[src/srsw_pkg.sv]
// Package for the selective-repeat sender window block.
// Holds beat types, action and state codes, and the default parameter values.
// No dependencies.
package srsw_pkg;

    localparam int SEQ_W        = 3;
    localparam int ACT_W        = 2;
    localparam int PAY_W        = 64;
    localparam int DEF_SEQ_BITS = 3;
    localparam int DEF_WINDOW   = 4;

    typedef enum logic [ACT_W-1:0] {
        ACT_SEND = 2'd0,
        ACT_ACK  = 2'd1,
        ACT_TMO  = 2'd2,
        ACT_RSVD = 2'd3
    } t_action;

    typedef enum logic [2:0] {
        ST_IDLE,
        ST_EXEC,
        ST_SEND_FULL,
        ST_SLIDE,
        ST_WIN,
        ST_READ,
        ST_FIN
    } t_state;

    typedef enum logic {
        ALU_ADD,
        ALU_SUB
    } t_alu_op;

    typedef struct packed {
        logic eq;
        logic in_win;
    } t_alu_flags;

    typedef struct packed {
        logic [ACT_W-1:0] action;
        logic [SEQ_W-1:0] seq_num;
        logic             checksum_ok;
        logic [PAY_W-1:0] payload;
    } t_in_beat;

    typedef struct packed {
        logic             accepted;
        logic             tx_valid;
        logic [SEQ_W-1:0] tx_seq;
        logic [PAY_W-1:0] tx_payload;
        logic             timer_start;
        logic             timer_stop;
        logic [SEQ_W-1:0] timer_seq;
        logic             window_full;
        logic [SEQ_W-1:0] window_base;
    } t_out_beat;

endpackage

[src/selective_repeat_sender_window_core.sv]
// An accepted send or a timeout goes from EXEC through SEND_FULL or READ to FIN;
// a refused send, a dropped acknowledgement or a reserved action goes from EXEC to
// FIN; an accepted acknowledgement stays in SLIDE while the base slides over k
// numbers (k up to WINDOW), then passes WIN. The sequencer holds one item at a time.
// Synchronous reset clears the window, the full flag and all acked marks at once;
// the packet store is not cleared.
module selective_repeat_sender_window_core #(
    parameter int SEQ_BITS = srsw_pkg::DEF_SEQ_BITS,
    parameter int WINDOW   = srsw_pkg::DEF_WINDOW
) (
    input  logic                i_clk,
    input  logic                i_rst_n,
    input  logic                i_valid,
    output logic                o_stall,
    input  srsw_pkg::t_in_beat  i_data,
    output logic                o_valid,
    input  logic                i_stall,
    output srsw_pkg::t_out_beat o_data
);
    import srsw_pkg::*;

    localparam int SPACE = 1 << SEQ_BITS;
    localparam logic [SEQ_BITS-1:0] WIN_MOD = SEQ_BITS'(WINDOW % SPACE);
    localparam logic [SEQ_BITS-1:0] ONE     = SEQ_BITS'(1);

    t_state              r_state, n_state;
    logic [SEQ_BITS-1:0] r_base, n_base;
    logic [SEQ_BITS-1:0] r_next, n_next;
    logic                r_full, n_full;
    logic [SPACE-1:0]    r_marks, n_marks;
    logic                r_out_valid, n_out_valid;
    t_in_beat            r_in, n_in;
    t_out_beat           r_res, n_res;
    t_out_beat           r_out, n_out;

    t_alu_op             w_op;
    logic [SEQ_BITS-1:0] w_a, w_b, w_cmp, w_res;
    t_alu_flags          w_flags;
    logic [SEQ_BITS-1:0] w_num;
    logic                w_we, w_re;
    logic [PAY_W-1:0]    w_rdata;

    assign w_num = SEQ_BITS'(r_in.seq_num);

    srsw_alu #(
        .SEQ_BITS(SEQ_BITS),
        .WINDOW  (WINDOW)
    ) u_alu (
        .i_op   (w_op),
        .i_a    (w_a),
        .i_b    (w_b),
        .i_cmp  (w_cmp),
        .o_res  (w_res),
        .o_flags(w_flags)
    );

    srsw_ram #(
        .WIDTH(PAY_W),
        .DEPTH(SPACE)
    ) u_store (
        .i_clk  (i_clk),
        .i_we   (w_we),
        .i_waddr(r_next),
        .i_wdata(r_in.payload),
        .i_re   (w_re),
        .i_raddr(w_num),
        .o_rdata(w_rdata)
    );

    always_comb begin
        n_state     = r_state;
        n_base      = r_base;
        n_next      = r_next;
        n_full      = r_full;
        n_marks     = r_marks;
        n_out_valid = r_out_valid;
        n_in        = r_in;
        n_res       = r_res;
        n_out       = r_out;
        w_op        = ALU_ADD;
        w_a         = r_base;
        w_b         = WIN_MOD;
        w_cmp       = r_next;
        w_we        = 1'b0;
        w_re        = 1'b0;

        if (r_out_valid && !i_stall) begin
            n_out_valid = 1'b0;
        end

        case (r_state)
            ST_IDLE: begin
                if (i_valid) begin
                    n_in    = i_data;
                    n_res   = '0;
                    n_state = ST_EXEC;
                end
            end
            ST_EXEC: begin
                n_state = ST_FIN;
                case (r_in.action)
                    ACT_SEND: begin
                        w_a = r_next;
                        w_b = ONE;
                        if (!r_full) begin
                            w_we              = 1'b1;
                            n_next            = w_res;
                            n_res.accepted    = 1'b1;
                            n_res.tx_valid    = 1'b1;
                            n_res.tx_seq      = SEQ_W'(r_next);
                            n_res.tx_payload  = r_in.payload;
                            n_res.timer_start = 1'b1;
                            n_res.timer_seq   = SEQ_W'(r_next);
                            n_state           = ST_SEND_FULL;
                        end
                    end
                    ACT_ACK: begin
                        w_op = ALU_SUB;
                        w_a  = w_num;
                        w_b  = r_base;
                        if (r_in.checksum_ok && w_flags.in_win) begin
                            n_marks[w_num]   = 1'b1;
                            n_res.accepted   = 1'b1;
                            n_res.timer_stop = 1'b1;
                            n_res.timer_seq  = SEQ_W'(w_num);
                            n_state          = ST_SLIDE;
                        end
                    end
                    ACT_TMO: begin
                        w_re              = 1'b1;
                        n_res.tx_valid    = 1'b1;
                        n_res.tx_seq      = SEQ_W'(w_num);
                        n_res.timer_start = 1'b1;
                        n_res.timer_seq   = SEQ_W'(w_num);
                        n_state           = ST_READ;
                    end
                    default: begin
                        n_state = ST_FIN;
                    end
                endcase
            end
            ST_SEND_FULL: begin
                if (w_flags.eq) begin
                    n_full = 1'b1;
                end
                n_state = ST_FIN;
            end
            ST_SLIDE: begin
                w_b = ONE;
                if ((r_base != r_next) && r_marks[r_base]) begin
                    n_marks[r_base] = 1'b0;
                    n_base          = w_res;
                end else begin
                    n_state = ST_WIN;
                end
            end
            ST_WIN: begin
                if (!w_flags.eq) begin
                    n_full = 1'b0;
                end
                n_state = ST_FIN;
            end
            ST_READ: begin
                n_res.tx_payload = w_rdata;
                n_state          = ST_FIN;
            end
            ST_FIN: begin
                if (!r_out_valid || !i_stall) begin
                    n_out             = r_res;
                    n_out.window_full = r_full;
                    n_out.window_base = SEQ_W'(r_base);
                    n_out_valid       = 1'b1;
                    n_state           = ST_IDLE;
                end
            end
            default: begin
                n_state = ST_IDLE;
            end
        endcase
    end

    always_ff @(posedge i_clk) begin
        if (!i_rst_n) begin
            r_state     <= ST_IDLE;
            r_base      <= '0;
            r_next      <= '0;
            r_full      <= 1'b0;
            r_marks     <= '0;
            r_out_valid <= 1'b0;
        end else begin
            r_state     <= n_state;
            r_base      <= n_base;
            r_next      <= n_next;
            r_full      <= n_full;
            r_marks     <= n_marks;
            r_out_valid <= n_out_valid;
        end
    end

    always_ff @(posedge i_clk) begin
        r_in  <= n_in;
        r_res <= n_res;
        r_out <= n_out;
    end

    assign o_stall = (r_state != ST_IDLE);
    assign o_valid = r_out_valid;
    assign o_data  = r_out;

endmodule

[src/srsw_ram.sv]
// Generic single-port-write, single-port-read RAM with a registered read.
// Used for the packet store. Depends on nothing.
module srsw_ram #(
    parameter int WIDTH = 64,
    parameter int DEPTH = 8
) (
    input  logic                     i_clk,
    input  logic                     i_we,
    input  logic [$clog2(DEPTH)-1:0] i_waddr,
    input  logic [WIDTH-1:0]         i_wdata,
    input  logic                     i_re,
    input  logic [$clog2(DEPTH)-1:0] i_raddr,
    output logic [WIDTH-1:0]         o_rdata
);

    logic [WIDTH-1:0] r_mem [DEPTH];
    logic [WIDTH-1:0] r_rdata;

    always_ff @(posedge i_clk) begin
        if (i_we) begin
            r_mem[i_waddr] <= i_wdata;
        end
        if (i_re) begin
            r_rdata <= r_mem[i_raddr];
        end
    end

    assign o_rdata = r_rdata;

endmodule

[src/srsw_alu.sv]
// Shared modular adder and comparator for sequence-number arithmetic.
// Depends on srsw_pkg for the operation code and flag types.
module srsw_alu #(
    parameter int SEQ_BITS = srsw_pkg::DEF_SEQ_BITS,
    parameter int WINDOW   = srsw_pkg::DEF_WINDOW
) (
    input  srsw_pkg::t_alu_op    i_op,
    input  logic [SEQ_BITS-1:0]  i_a,
    input  logic [SEQ_BITS-1:0]  i_b,
    input  logic [SEQ_BITS-1:0]  i_cmp,
    output logic [SEQ_BITS-1:0]  o_res,
    output srsw_pkg::t_alu_flags o_flags
);
    import srsw_pkg::*;

    always_comb begin
        if (i_op == ALU_SUB) begin
            o_res = i_a - i_b;
        end else begin
            o_res = i_a + i_b;
        end
        o_flags.eq     = (o_res == i_cmp);
        o_flags.in_win = (32'(o_res) < WINDOW);
    end

endmodule

[config.mk]
export PLATFORM = sky130hd
export DESIGN_NAME = selective_repeat_sender_window_core
export DESIGN_NICKNAME = d
export VERILOG_FILES = /design/src/srsw_pkg.sv /design/src/selective_repeat_sender_window_core.sv /design/src/srsw_ram.sv /design/src/srsw_alu.sv
export SDC_FILE = /design/constraint.sdc
export NUM_CORES = 1
export LEC_CHECK = 0
export BUFFER_PORTS_ARGS = -buffer_cell sky130_fd_sc_hd__buf_2
export CAP_MARGIN = 25
export CELL_PAD_IN_SITES_DETAIL_PLACEMENT = 0
export CELL_PAD_IN_SITES_GLOBAL_PLACEMENT = 1
export CORE_MARGIN = 4
export CORE_UTILIZATION = 54
export DETAILED_ROUTE_END_ITERATION = 8
export PLACE_DENSITY_LB_ADDON = 0.1
export SLEW_MARGIN = 15
export SYNTH_ARGS = -nofsm -noshare
export SYNTH_HDL_FRONTEND = slang
export SYNTH_HIERARCHICAL = 1
export SYNTH_SLANG_ARGS = --single-unit
[constraint.sdc]
create_clock -name i_clk -period 8.7 [get_ports i_clk]
set_input_delay 1.305 -clock i_clk [delete_from_list [all_inputs] [get_ports i_clk]]
set_output_delay 1.305 -clock i_clk [all_outputs]
set_load 0.03 [all_outputs]
==> results of run 1 <==
==> metrics by stage <==
stage          setup slack [ns]  cell area [µm²]  power (mW)  instances
5_1_grt                    3.64            34600        10.3       2348
3_5_place_dp               3.90            31900        6.61       2198
6_report                   4.04            34600        9.91       2348
2_1_floorplan              2.54            30200        6.14       1339
3_3_place_gp               3.98            31800        6.58       2191
4_1_cts                    3.88            34500        10.0       2344
==> worst reg2reg max path, stage by stage (launching register included) <==
cell and delay, ns:
dfxtp_1 0.41, nor2_1 0.22, nand2_1 0.32, inv_4 0.54, buf_12 0.32, o21ai_0 0.22
nand2_1 0.10, o21ai_0 0.10, inv_1 0.08, ha_1 0.14, inv_1 0.05, fa_1 0.44
xor2_1 0.20, xnor2_1 0.45, a21bo_2 0.22, and3_1 0.16, o21ai_0 0.08, a21oi_1 0.29
==> layout by cell type, fill, tap and decap left out, drive strengths merged, types with 4 or more instances in the layout <==
cell type and count:
buf 184, nor2 18, ha 6, mux2i 20, a21oi 15, a22o 64
o221ai 8, clkinv 34, bufinv 7, nand2 30, edfxtp 796, nand3 6
dfxtp 19, xor2 6, clkinvlp 4, o21ai 17, mux4 130, clkbuf 99
nand2b 7, nor3 4, inv 14, mux2 68
==> power groups by stage <==
stage                     Combinational, mW  Sequential [mW]  Clock [mW]
final                                  1.36             5.18        3.38
after CTS                              1.35             5.19        3.47
after floorplan                       0.913             5.23           0
after global routing                   1.47             5.22        3.65
after detailed placement               1.34             5.26           0
after global placement                 1.33             5.25           0
==> area by class of cell <==
cell class	count	area (µm²)
tap	748	936
clock buffer	99	2180
inverter	12	47.5
timing repair buffer	184	1200
fill	3780	20600
clock inverter	47	399
sequential	815	24300
multi-input combinational	443	5570
==> layer usage <==
metal / share of wire / routed length, µm / vias up
li1: - / - / 5973
met1: 0.44 / 25900 / 7395
met2: 0.48 / 28100 / 413
met3: 0.063 / 3700 / 67
met4: 0.015 / 868 / 0
met5: 0 / 0 / -
==> cells by family after synthesis <==
family / share of synthesized area
adder cells (fa/ha/maj): 0.00315
multiplexers: 0.129
flip-flops: 0.804
AO/OA/AOI/OAI: 0.0310
buffers and inverters: 0.0139
XOR/XNOR: 0.00414
AND/OR/NAND/NOR: 0.0145
==> worst max-delay path by stage <==
| stage | cells past startpoint | slack [ns] | from | endpoint |
|---|---|---|---|---|
| 2_1_floorplan | 7 | 2.54 | r_in[69] | u_store/r_mem[4][0] |
| 3_3_place_gp | 16 | 3.98 | r_state[1] | r_res[4] |
| 3_5_place_dp | 16 | 3.90 | r_state[1] | r_res[5] |
| 4_1_cts | 16 | 3.88 | r_state[1] | r_res[6] |
| 5_1_grt | 17 | 3.64 | r_state[2] | r_res[6] |
| 6_report | 17 | 4.04 | r_state[1] | r_res[5] |
==> sequential cells by signal, summed over array words and instances (netlist names) <==
| register | cells |
|---|---|
| u_store/r_mem | 512 |
| o_data | 77 |
| r_res | 73 |
| r_in | 67 |
| u_store/o_rdata | 64 |
| r_marks | 8 |
| r_base | 3 |
| r_next | 3 |
| r_state | 3 |
| w_num | 3 |
| o_valid | 1 |
| r_full | 1 |
==> synth_stat cells (all sizes together), types with 4 or more instances <==
cell type  instances
edfxtp           796
mux4             130
mux2              68
a22o              64
buf               44
nand2             30
clkbuf            25
mux2i             20
dfxtp             19
nor2              18
o21ai             17
a21oi             15
inv               12
o221ai             8
nand2b             7
ha                 6
nand3              6
xor2               6
nor3               4
==> impl.org, run 1 <==
** GRT
- Largest net degree at the start of global routing :: 139
- GR Layer Usage met2 :: 0.315
- Overflow left after global routing :: 0
- Wire length of the first global-routing pass :: 89900 µm
- GRT Resource Usage Total :: 0.199
- The via count of the first global-routing pass was 14.4k.
- Busiest grt layer :: met2
- In the global route stage, met1 resource usage came out at 0.291.
- Initial antenna violation count :: 1
- For met3 alone, demand over resource in global routing was 0.0397.

** Min path
- The min-delay analysis places its worst path in the category flip-flop to flip-flop.
- Hold path cells :: 0
- The path with the worst hold slack has its endpoint at o_data[74].
- Worst hold path startpoint :: r_res[74]

** Clock tree
- After clock tree synthesis, the flow added hold-fix buffers numbering 0.
- TritonCTS built the clock tree.
- The cell sitting at the root of the clock tree is a clkbuf_16.
- The tree built by TritonCTS fans out to 815 sinks.
- The clock reaches the later pin of the worst-skew pair after 0.62 ns.
- Setup Fix Bufs, Post-CTS :: 0
- Number of gates resized after CTS :: 0
- Level count of the clock H-tree :: 3
- After clock tree synthesis, the clock-pin slew on the worst setup and hold paths is 0.06 ns.
- The clock passes through at most 3 buffers.
- Clock tree synthesis inserted a total of 82 buffers.

** Logic synthesis
- Synth Instances :: 1339
- EDFF count, synth :: 796
- Share of the yosys chip area belonging to registers :: 0.804
- Counting flops and latches in the post-synthesis netlist gives 815.
- For this run, the number of Yosys warnings is 6.
- Synth top area share :: 0.792
- The most used flip-flop cell after synthesis is edfxtp_1.
- Synth area leader :: edfxtp_1
- Of all flip-flops after synthesis, the portion carrying an async set or reset was 0.
- Top cells by area in the synthesized netlist :: edfxtp_1 79%, mux4_2 9.7%, mux2_2 2.5%
- Synth Area per Inst :: 22.5 µm²
- After synthesis, the netlist uses 53 different library cells.
- Synthesis produced a netlist with a net count of 1420.
- The mapped netlist covers 30200 µm².

** Pwr
- In this run the power density over the cells is 286 nW/µm².
- Part of the total power dissipated in the clock network :: 0.341
- Switching pwr :: 2.45 mW
- VDD sags by at most 205 µV.
- Flop pwr share :: 0.522
- Net switching fraction of the power :: 0.248
- Leak :: 11.2 nW
- Internal power comes to 7.46 mW.
- The share of total power dissipated in combinational logic is 0.137.

** Layout
- Count of antenna diodes in the layout :: 0
- Once layout is complete, the utilization of the core stands at 0.627.
- Ratio of cells with drive above 1 in the final layout :: 0.320
- P&R area growth vs syn :: 14.7%
- Final Net Count :: 1619

** Setup path
- The worst register-to-register path ends at r_res[5].
- Most frequent cell on the critical path :: o21ai_0
- Walking the worst path, the cells encountered are nor2_1, nand2_1, inv_4, buf_12, o21ai_0, nand2_1, o21ai_0, inv_1, ha_1, inv_1, fa_1, xor2_1, xnor2_1, a21bo_2, and3_1, o21ai_0, a21oi_1.
- For this run, the slowest stage of the critical path takes 0.53 ns.
- Startpoint class of the critical path :: flip-flop
- Type of element capturing the critical path :: flip-flop
- CP Data Arrival Time :: 4.95 ns
- R2R setup slack :: 4.04 ns
- The startpoint identified for the worst register-to-register timing path is r_state[1].
- WP data required :: 8.99 ns
- In this run the worst path has a maximum fanout of 41.
- CP Buf/Inv Count :: 4
- The worst setup path is of the flip-flop to flip-flop kind.
- The slowest stage of the critical path belongs to the cell inv_4.
- Cell class contributing the biggest share of worst-path delay :: buffers and inverters
- For the worst flop-to-flop path, the logic depth is 17.

** Timing
- After routing, the total negative slack on setup checks comes to 0 ns.
- Tcrit/Tclk final :: 0.535
- The smallest clock period supported by the final layout is computed as 4.66 ns.
- Final Slew Violations :: 0
- RSZ-0062 raised after global routing :: no
- Worst hold slack after final layout :: 0.413 ns
- Setup-violating endpoint count in the final report :: 0
- For the final database, setup skew stands at 0.0227 ns.
- Transition time at the pin with the least slew margin :: 1.03 ns
- Count of endpoints failing hold in the final timing report :: 0
- Timing would allow up to 0.215 GHz.
- Relative slew margins :: 0.316

** Floorplanning
- The initial utilization of the core area, before any placement, comes to 0.547.
- Area of the die :: 59800 µm²
- 154 I/O pins were placed.
- Floorplan Core Area :: 55200 µm²
- In this run the horizontal extent of the chip is 244 µm.
- Row Count :: 86
- The die is 244 µm tall.

** Flow run
- The tool flagged a number of max-cap violations equal to 0.

** Placed design
- During placement, the flow inserted port buffers numbering 153.
- Summed over all nets, the half-perimeter wirelength after detailed placement is 31700 µm.
- At the end of routability-driven placement, the weighted congestion stood at 0.792.

** Routing
- Dividing the detail-routed wire length by the instance count gives 24.9 µm.
- Violation count after the first detailed-routing iteration :: 1107
- Number of vias after detailed routing :: 13.8k
- Number of DRC violations after detailed routing :: 0
- Number of nets with antenna violations after routing :: 0
- Overall routed net length :: 58500 µm
- Via-per-instance ratio :: 5.90
- First-pass iteration count of the detailed router :: 5

** Status
- The run finished with clean final reports.
No activity file was read; power rests on OpenSTA's default activity.
==> run 2: changes to the inputs <==
- CORE_UTILIZATION: 54 -> 49
- clock period: 8.7 -> 3.9 ns (I/O delays scaled with it)
==> impl.org, run 2 (synthesized netlist as in run 1, its figures left out) <==
** Status
- Status :: finished clean

** Setup path
- In this run the register-to-register setup slack is 0.43 ns.
- R2R depth :: 14
- WP data required :: 4.21 ns
- The setup path with the least slack is of type flip-flop to flip-flop.
- CP Data Arrival Time :: 3.78 ns
- Along the worst path, the maximum fanout reaches 12.
- The worst setup path is launched from a flip-flop.
- The endpoint identified for the worst register-to-register timing path is r_res[5].
- The worst setup path is captured at a flip-flop.
- The worst register-to-register path begins at r_in[69].

** Floorplanning
- Measured along the y axis, the die boundary spans 256 µm.
- After floorplanning, the core was divided into 90 placement rows.
- Floorplan Core Area :: 60700 µm²
- The die covers 65600 µm².
- Effective utilization at floorplan :: 0.497
- In this run the count of I/O pins placed on the die edge is 154.
- In this run the horizontal extent of the chip is 256 µm.

** Clock tree
- CTS tree :: done
- Maximum count of clock buffers along a single path :: 3
- CTS placed an instance of clkbuf_16 at the clock tree root.
- The clock tree synthesis step divided the H-tree into 3 levels.
- Buffers added to address setup during post-CTS repair amount to 0.
- Buffers inserted to repair hold after CTS numbered 0.
- Once the clock tree was built, the resizer swapped 0 gates to a different size.
- The later pin in the worst-skew pair is clocked with a latency of 0.62 ns.
- The clock net in this run drives a total of 815 sinks.
- Clock-pin slew on the worst setup and hold paths :: 0.06 ns
- Number of buffers inserted during clock tree synthesis :: 84

** Timing
- Adding up every negative setup slack in the final design gives 0 ns.
- Static timing analysis puts the maximum clock frequency at 0.288 GHz.
- Final Skew :: 0.0202 ns
- Subtracting the final worst setup slack from the clock period gives 3.47 ns.
- Final Slew Violations :: 0
- Final worst setup slack :: 0.429 ns
- The final-report hold violation count came to 0.
- On the final layout, the worst hold slack is 0.139 ns.
- RSZ-0062 raised after global routing :: no
- Of the available clock period, the critical path in the final layout requires 0.890.
- At the pin with the least slew margin, the transition time is 1.01 ns.
- Setup violations remaining at the end of the flow were counted as 0.
- Relative slew margins :: 0.325

** GRT
- The via count of the first global-routing pass is 14.7k.
- The first global-routing pass estimated 92900 µm of wire.
- The initial antenna violation count is 0.
- Largest net degree at the start of global routing :: 138
- For this run, the total global-route usage over all layers was measured as 0.187.
- The total overflow left after global routing is 0.

** Pwr
- Leak :: 11.3 nW
- Part of the total power dissipated in the clock network :: 0.344
- Power per cell area :: 640 nW/µm²
- Internal power consumption :: 16.6 mW
- Comb pwr share :: 0.137
- Of the total power, the share spent switching nets is 0.252.
- Of the total power, registers draw 0.519.
- VDD IR max :: 385 µV
- Switching pwr :: 5.62 mW

** Placed design
- Final weighted congestion in routability-driven placement :: 0.777
- Port Buffers :: 153
- Before CTS, the worst setup slack after placement is 0.283 ns.
- The HPWL after detailed placement is 32900 µm.
- Number of placed cells counting well taps :: 2248
- Summing all placed instances gives a cell area of 32100 µm².

** Routing
- Number of vias after detailed routing :: 13.8k
- Number of DRC violations after detailed routing :: 0
- After detailed routing, the total wire length is 61200 µm.
- Violation count after the first detailed-routing iteration :: 967
- DR WL/cell :: 25.5 µm
- The first TritonRoute pass finished after 5 iterations.
- In this run the remaining antenna-violating nets after routing total 0.
- Via-per-instance ratio :: 5.73

** Flow run
- Max-cap violations in this run came to 0.

** Layout
- Leaving out fill and tap cells, the most frequent cell in the layout is edfxtp_1.
- Once layout is complete, the cells apart from fillers number 2403.
- In the final layout, the share of cells above drive strength 1 is 0.333.
- Count of antenna diodes in the layout :: 0
- Number of filler cells placed in the layout :: 4549
- The sequential cells in the finished layout cover a total of 24300 µm².
- Most flops, register :: u_store/r_mem
- For this run, the post-layout net count is 1633.
- Commonest non-fill, non-tap cells in the layout :: 796 x edfxtp_1, 153 x buf_2, 130 x mux4_2
- The multi-input combinational cells in the finished layout cover a total of 5590 µm².
- Post-route standard cell area excluding fillers :: 34800 µm²
- The register with the most flip-flops in the layout has 512 of them.
- From synthesis to final layout, the design area changed by 15.2%.

** Min path
- Endpoint, Worst Hold :: r_in[15]
- The worst hold path begins at i_data[15].
- Tightest Hold Check Type :: input pin to flip-flop
- Hold path cells :: 1
[run 2: cell count changes in the layout (fill, tap and decap cells not counted), sizes merged]
| cell | previous run | this run |
|---|---|---|
| clkinvlp | 4 | 1 |
| clkbuf | 99 | 100 |
| buf | 184 | 196 |
| bufinv | 7 | 4 |
| clkinv | 34 | 48 |
[run 2: final cells by class]
| class | instances | area share |
|---|---|---|
| multi-input combinational | 443 | 0.161 |
| sequential | 815 | 0.698 |
| clock buffer | 100 | 0.0652 |
| clock inverter | 55 | 0.0110 |
| timing repair buffer | 196 | 0.0356 |
| tap | 782 | 0.0281 |
| inverter | 12 | 0.00133 |
[run 2: worst max path at each step]
stage                                      to      from  cells past startpoint
after floorplan           u_store/r_mem[7][0]  r_in[69]                      7
after global placement               r_res[5]  r_in[69]                     14
after detailed placement             r_res[5]  r_in[69]                     14
after CTS                            r_res[5]  r_in[69]                     14
after global routing                 r_res[4]  r_in[69]                     14
final                                r_res[5]  r_in[69]                     14
[run 2: critical path, stage by stage, from the launching register on]
cell and delay (ns):
edfxtp_1 0.43, inv_1 0.13, ha_2 0.31, a21oi_1 0.09, o21ai_0 0.25, inv_1 0.08, ha_1 0.28, mux2i_1 0.07
fa_1 0.41, xor2_1 0.26, xnor2_1 0.19, a21bo_2 0.17, and3_1 0.15, o21ai_0 0.10, a21oi_2 0.23
[run 2: through the flow]
step	utilization	power [mW]
global route	0.573	23.2
global placement	0.529	14.8
floorplan	-	13.7
CTS	0.573	22.5
detailed placement	0.529	14.9
finish	0.573	22.3
[run 2: routing by layer]
layer	part of all wire	vias up	wire length [µm]	global-route usage
met1	0.45	7312	27300	0.267
met2	0.49	322	29900	0.304
met3	0.041	116	2530	0.0325
met4	0.023	0	1400	0.0501
li1	-	6016	-	-
met5	0	-	0	0
[run 2: power by group through the flow]
stage	sequential [mW]	clock, mW	combinational, mW
4_1_cts	11.6	7.87	3.11
3_3_place_gp	11.7	0	3.08
3_5_place_dp	11.8	0	3.10
5_1_grt	11.7	8.25	3.29
2_1_floorplan	11.6	0	2.04
6_report	11.6	7.66	3.04
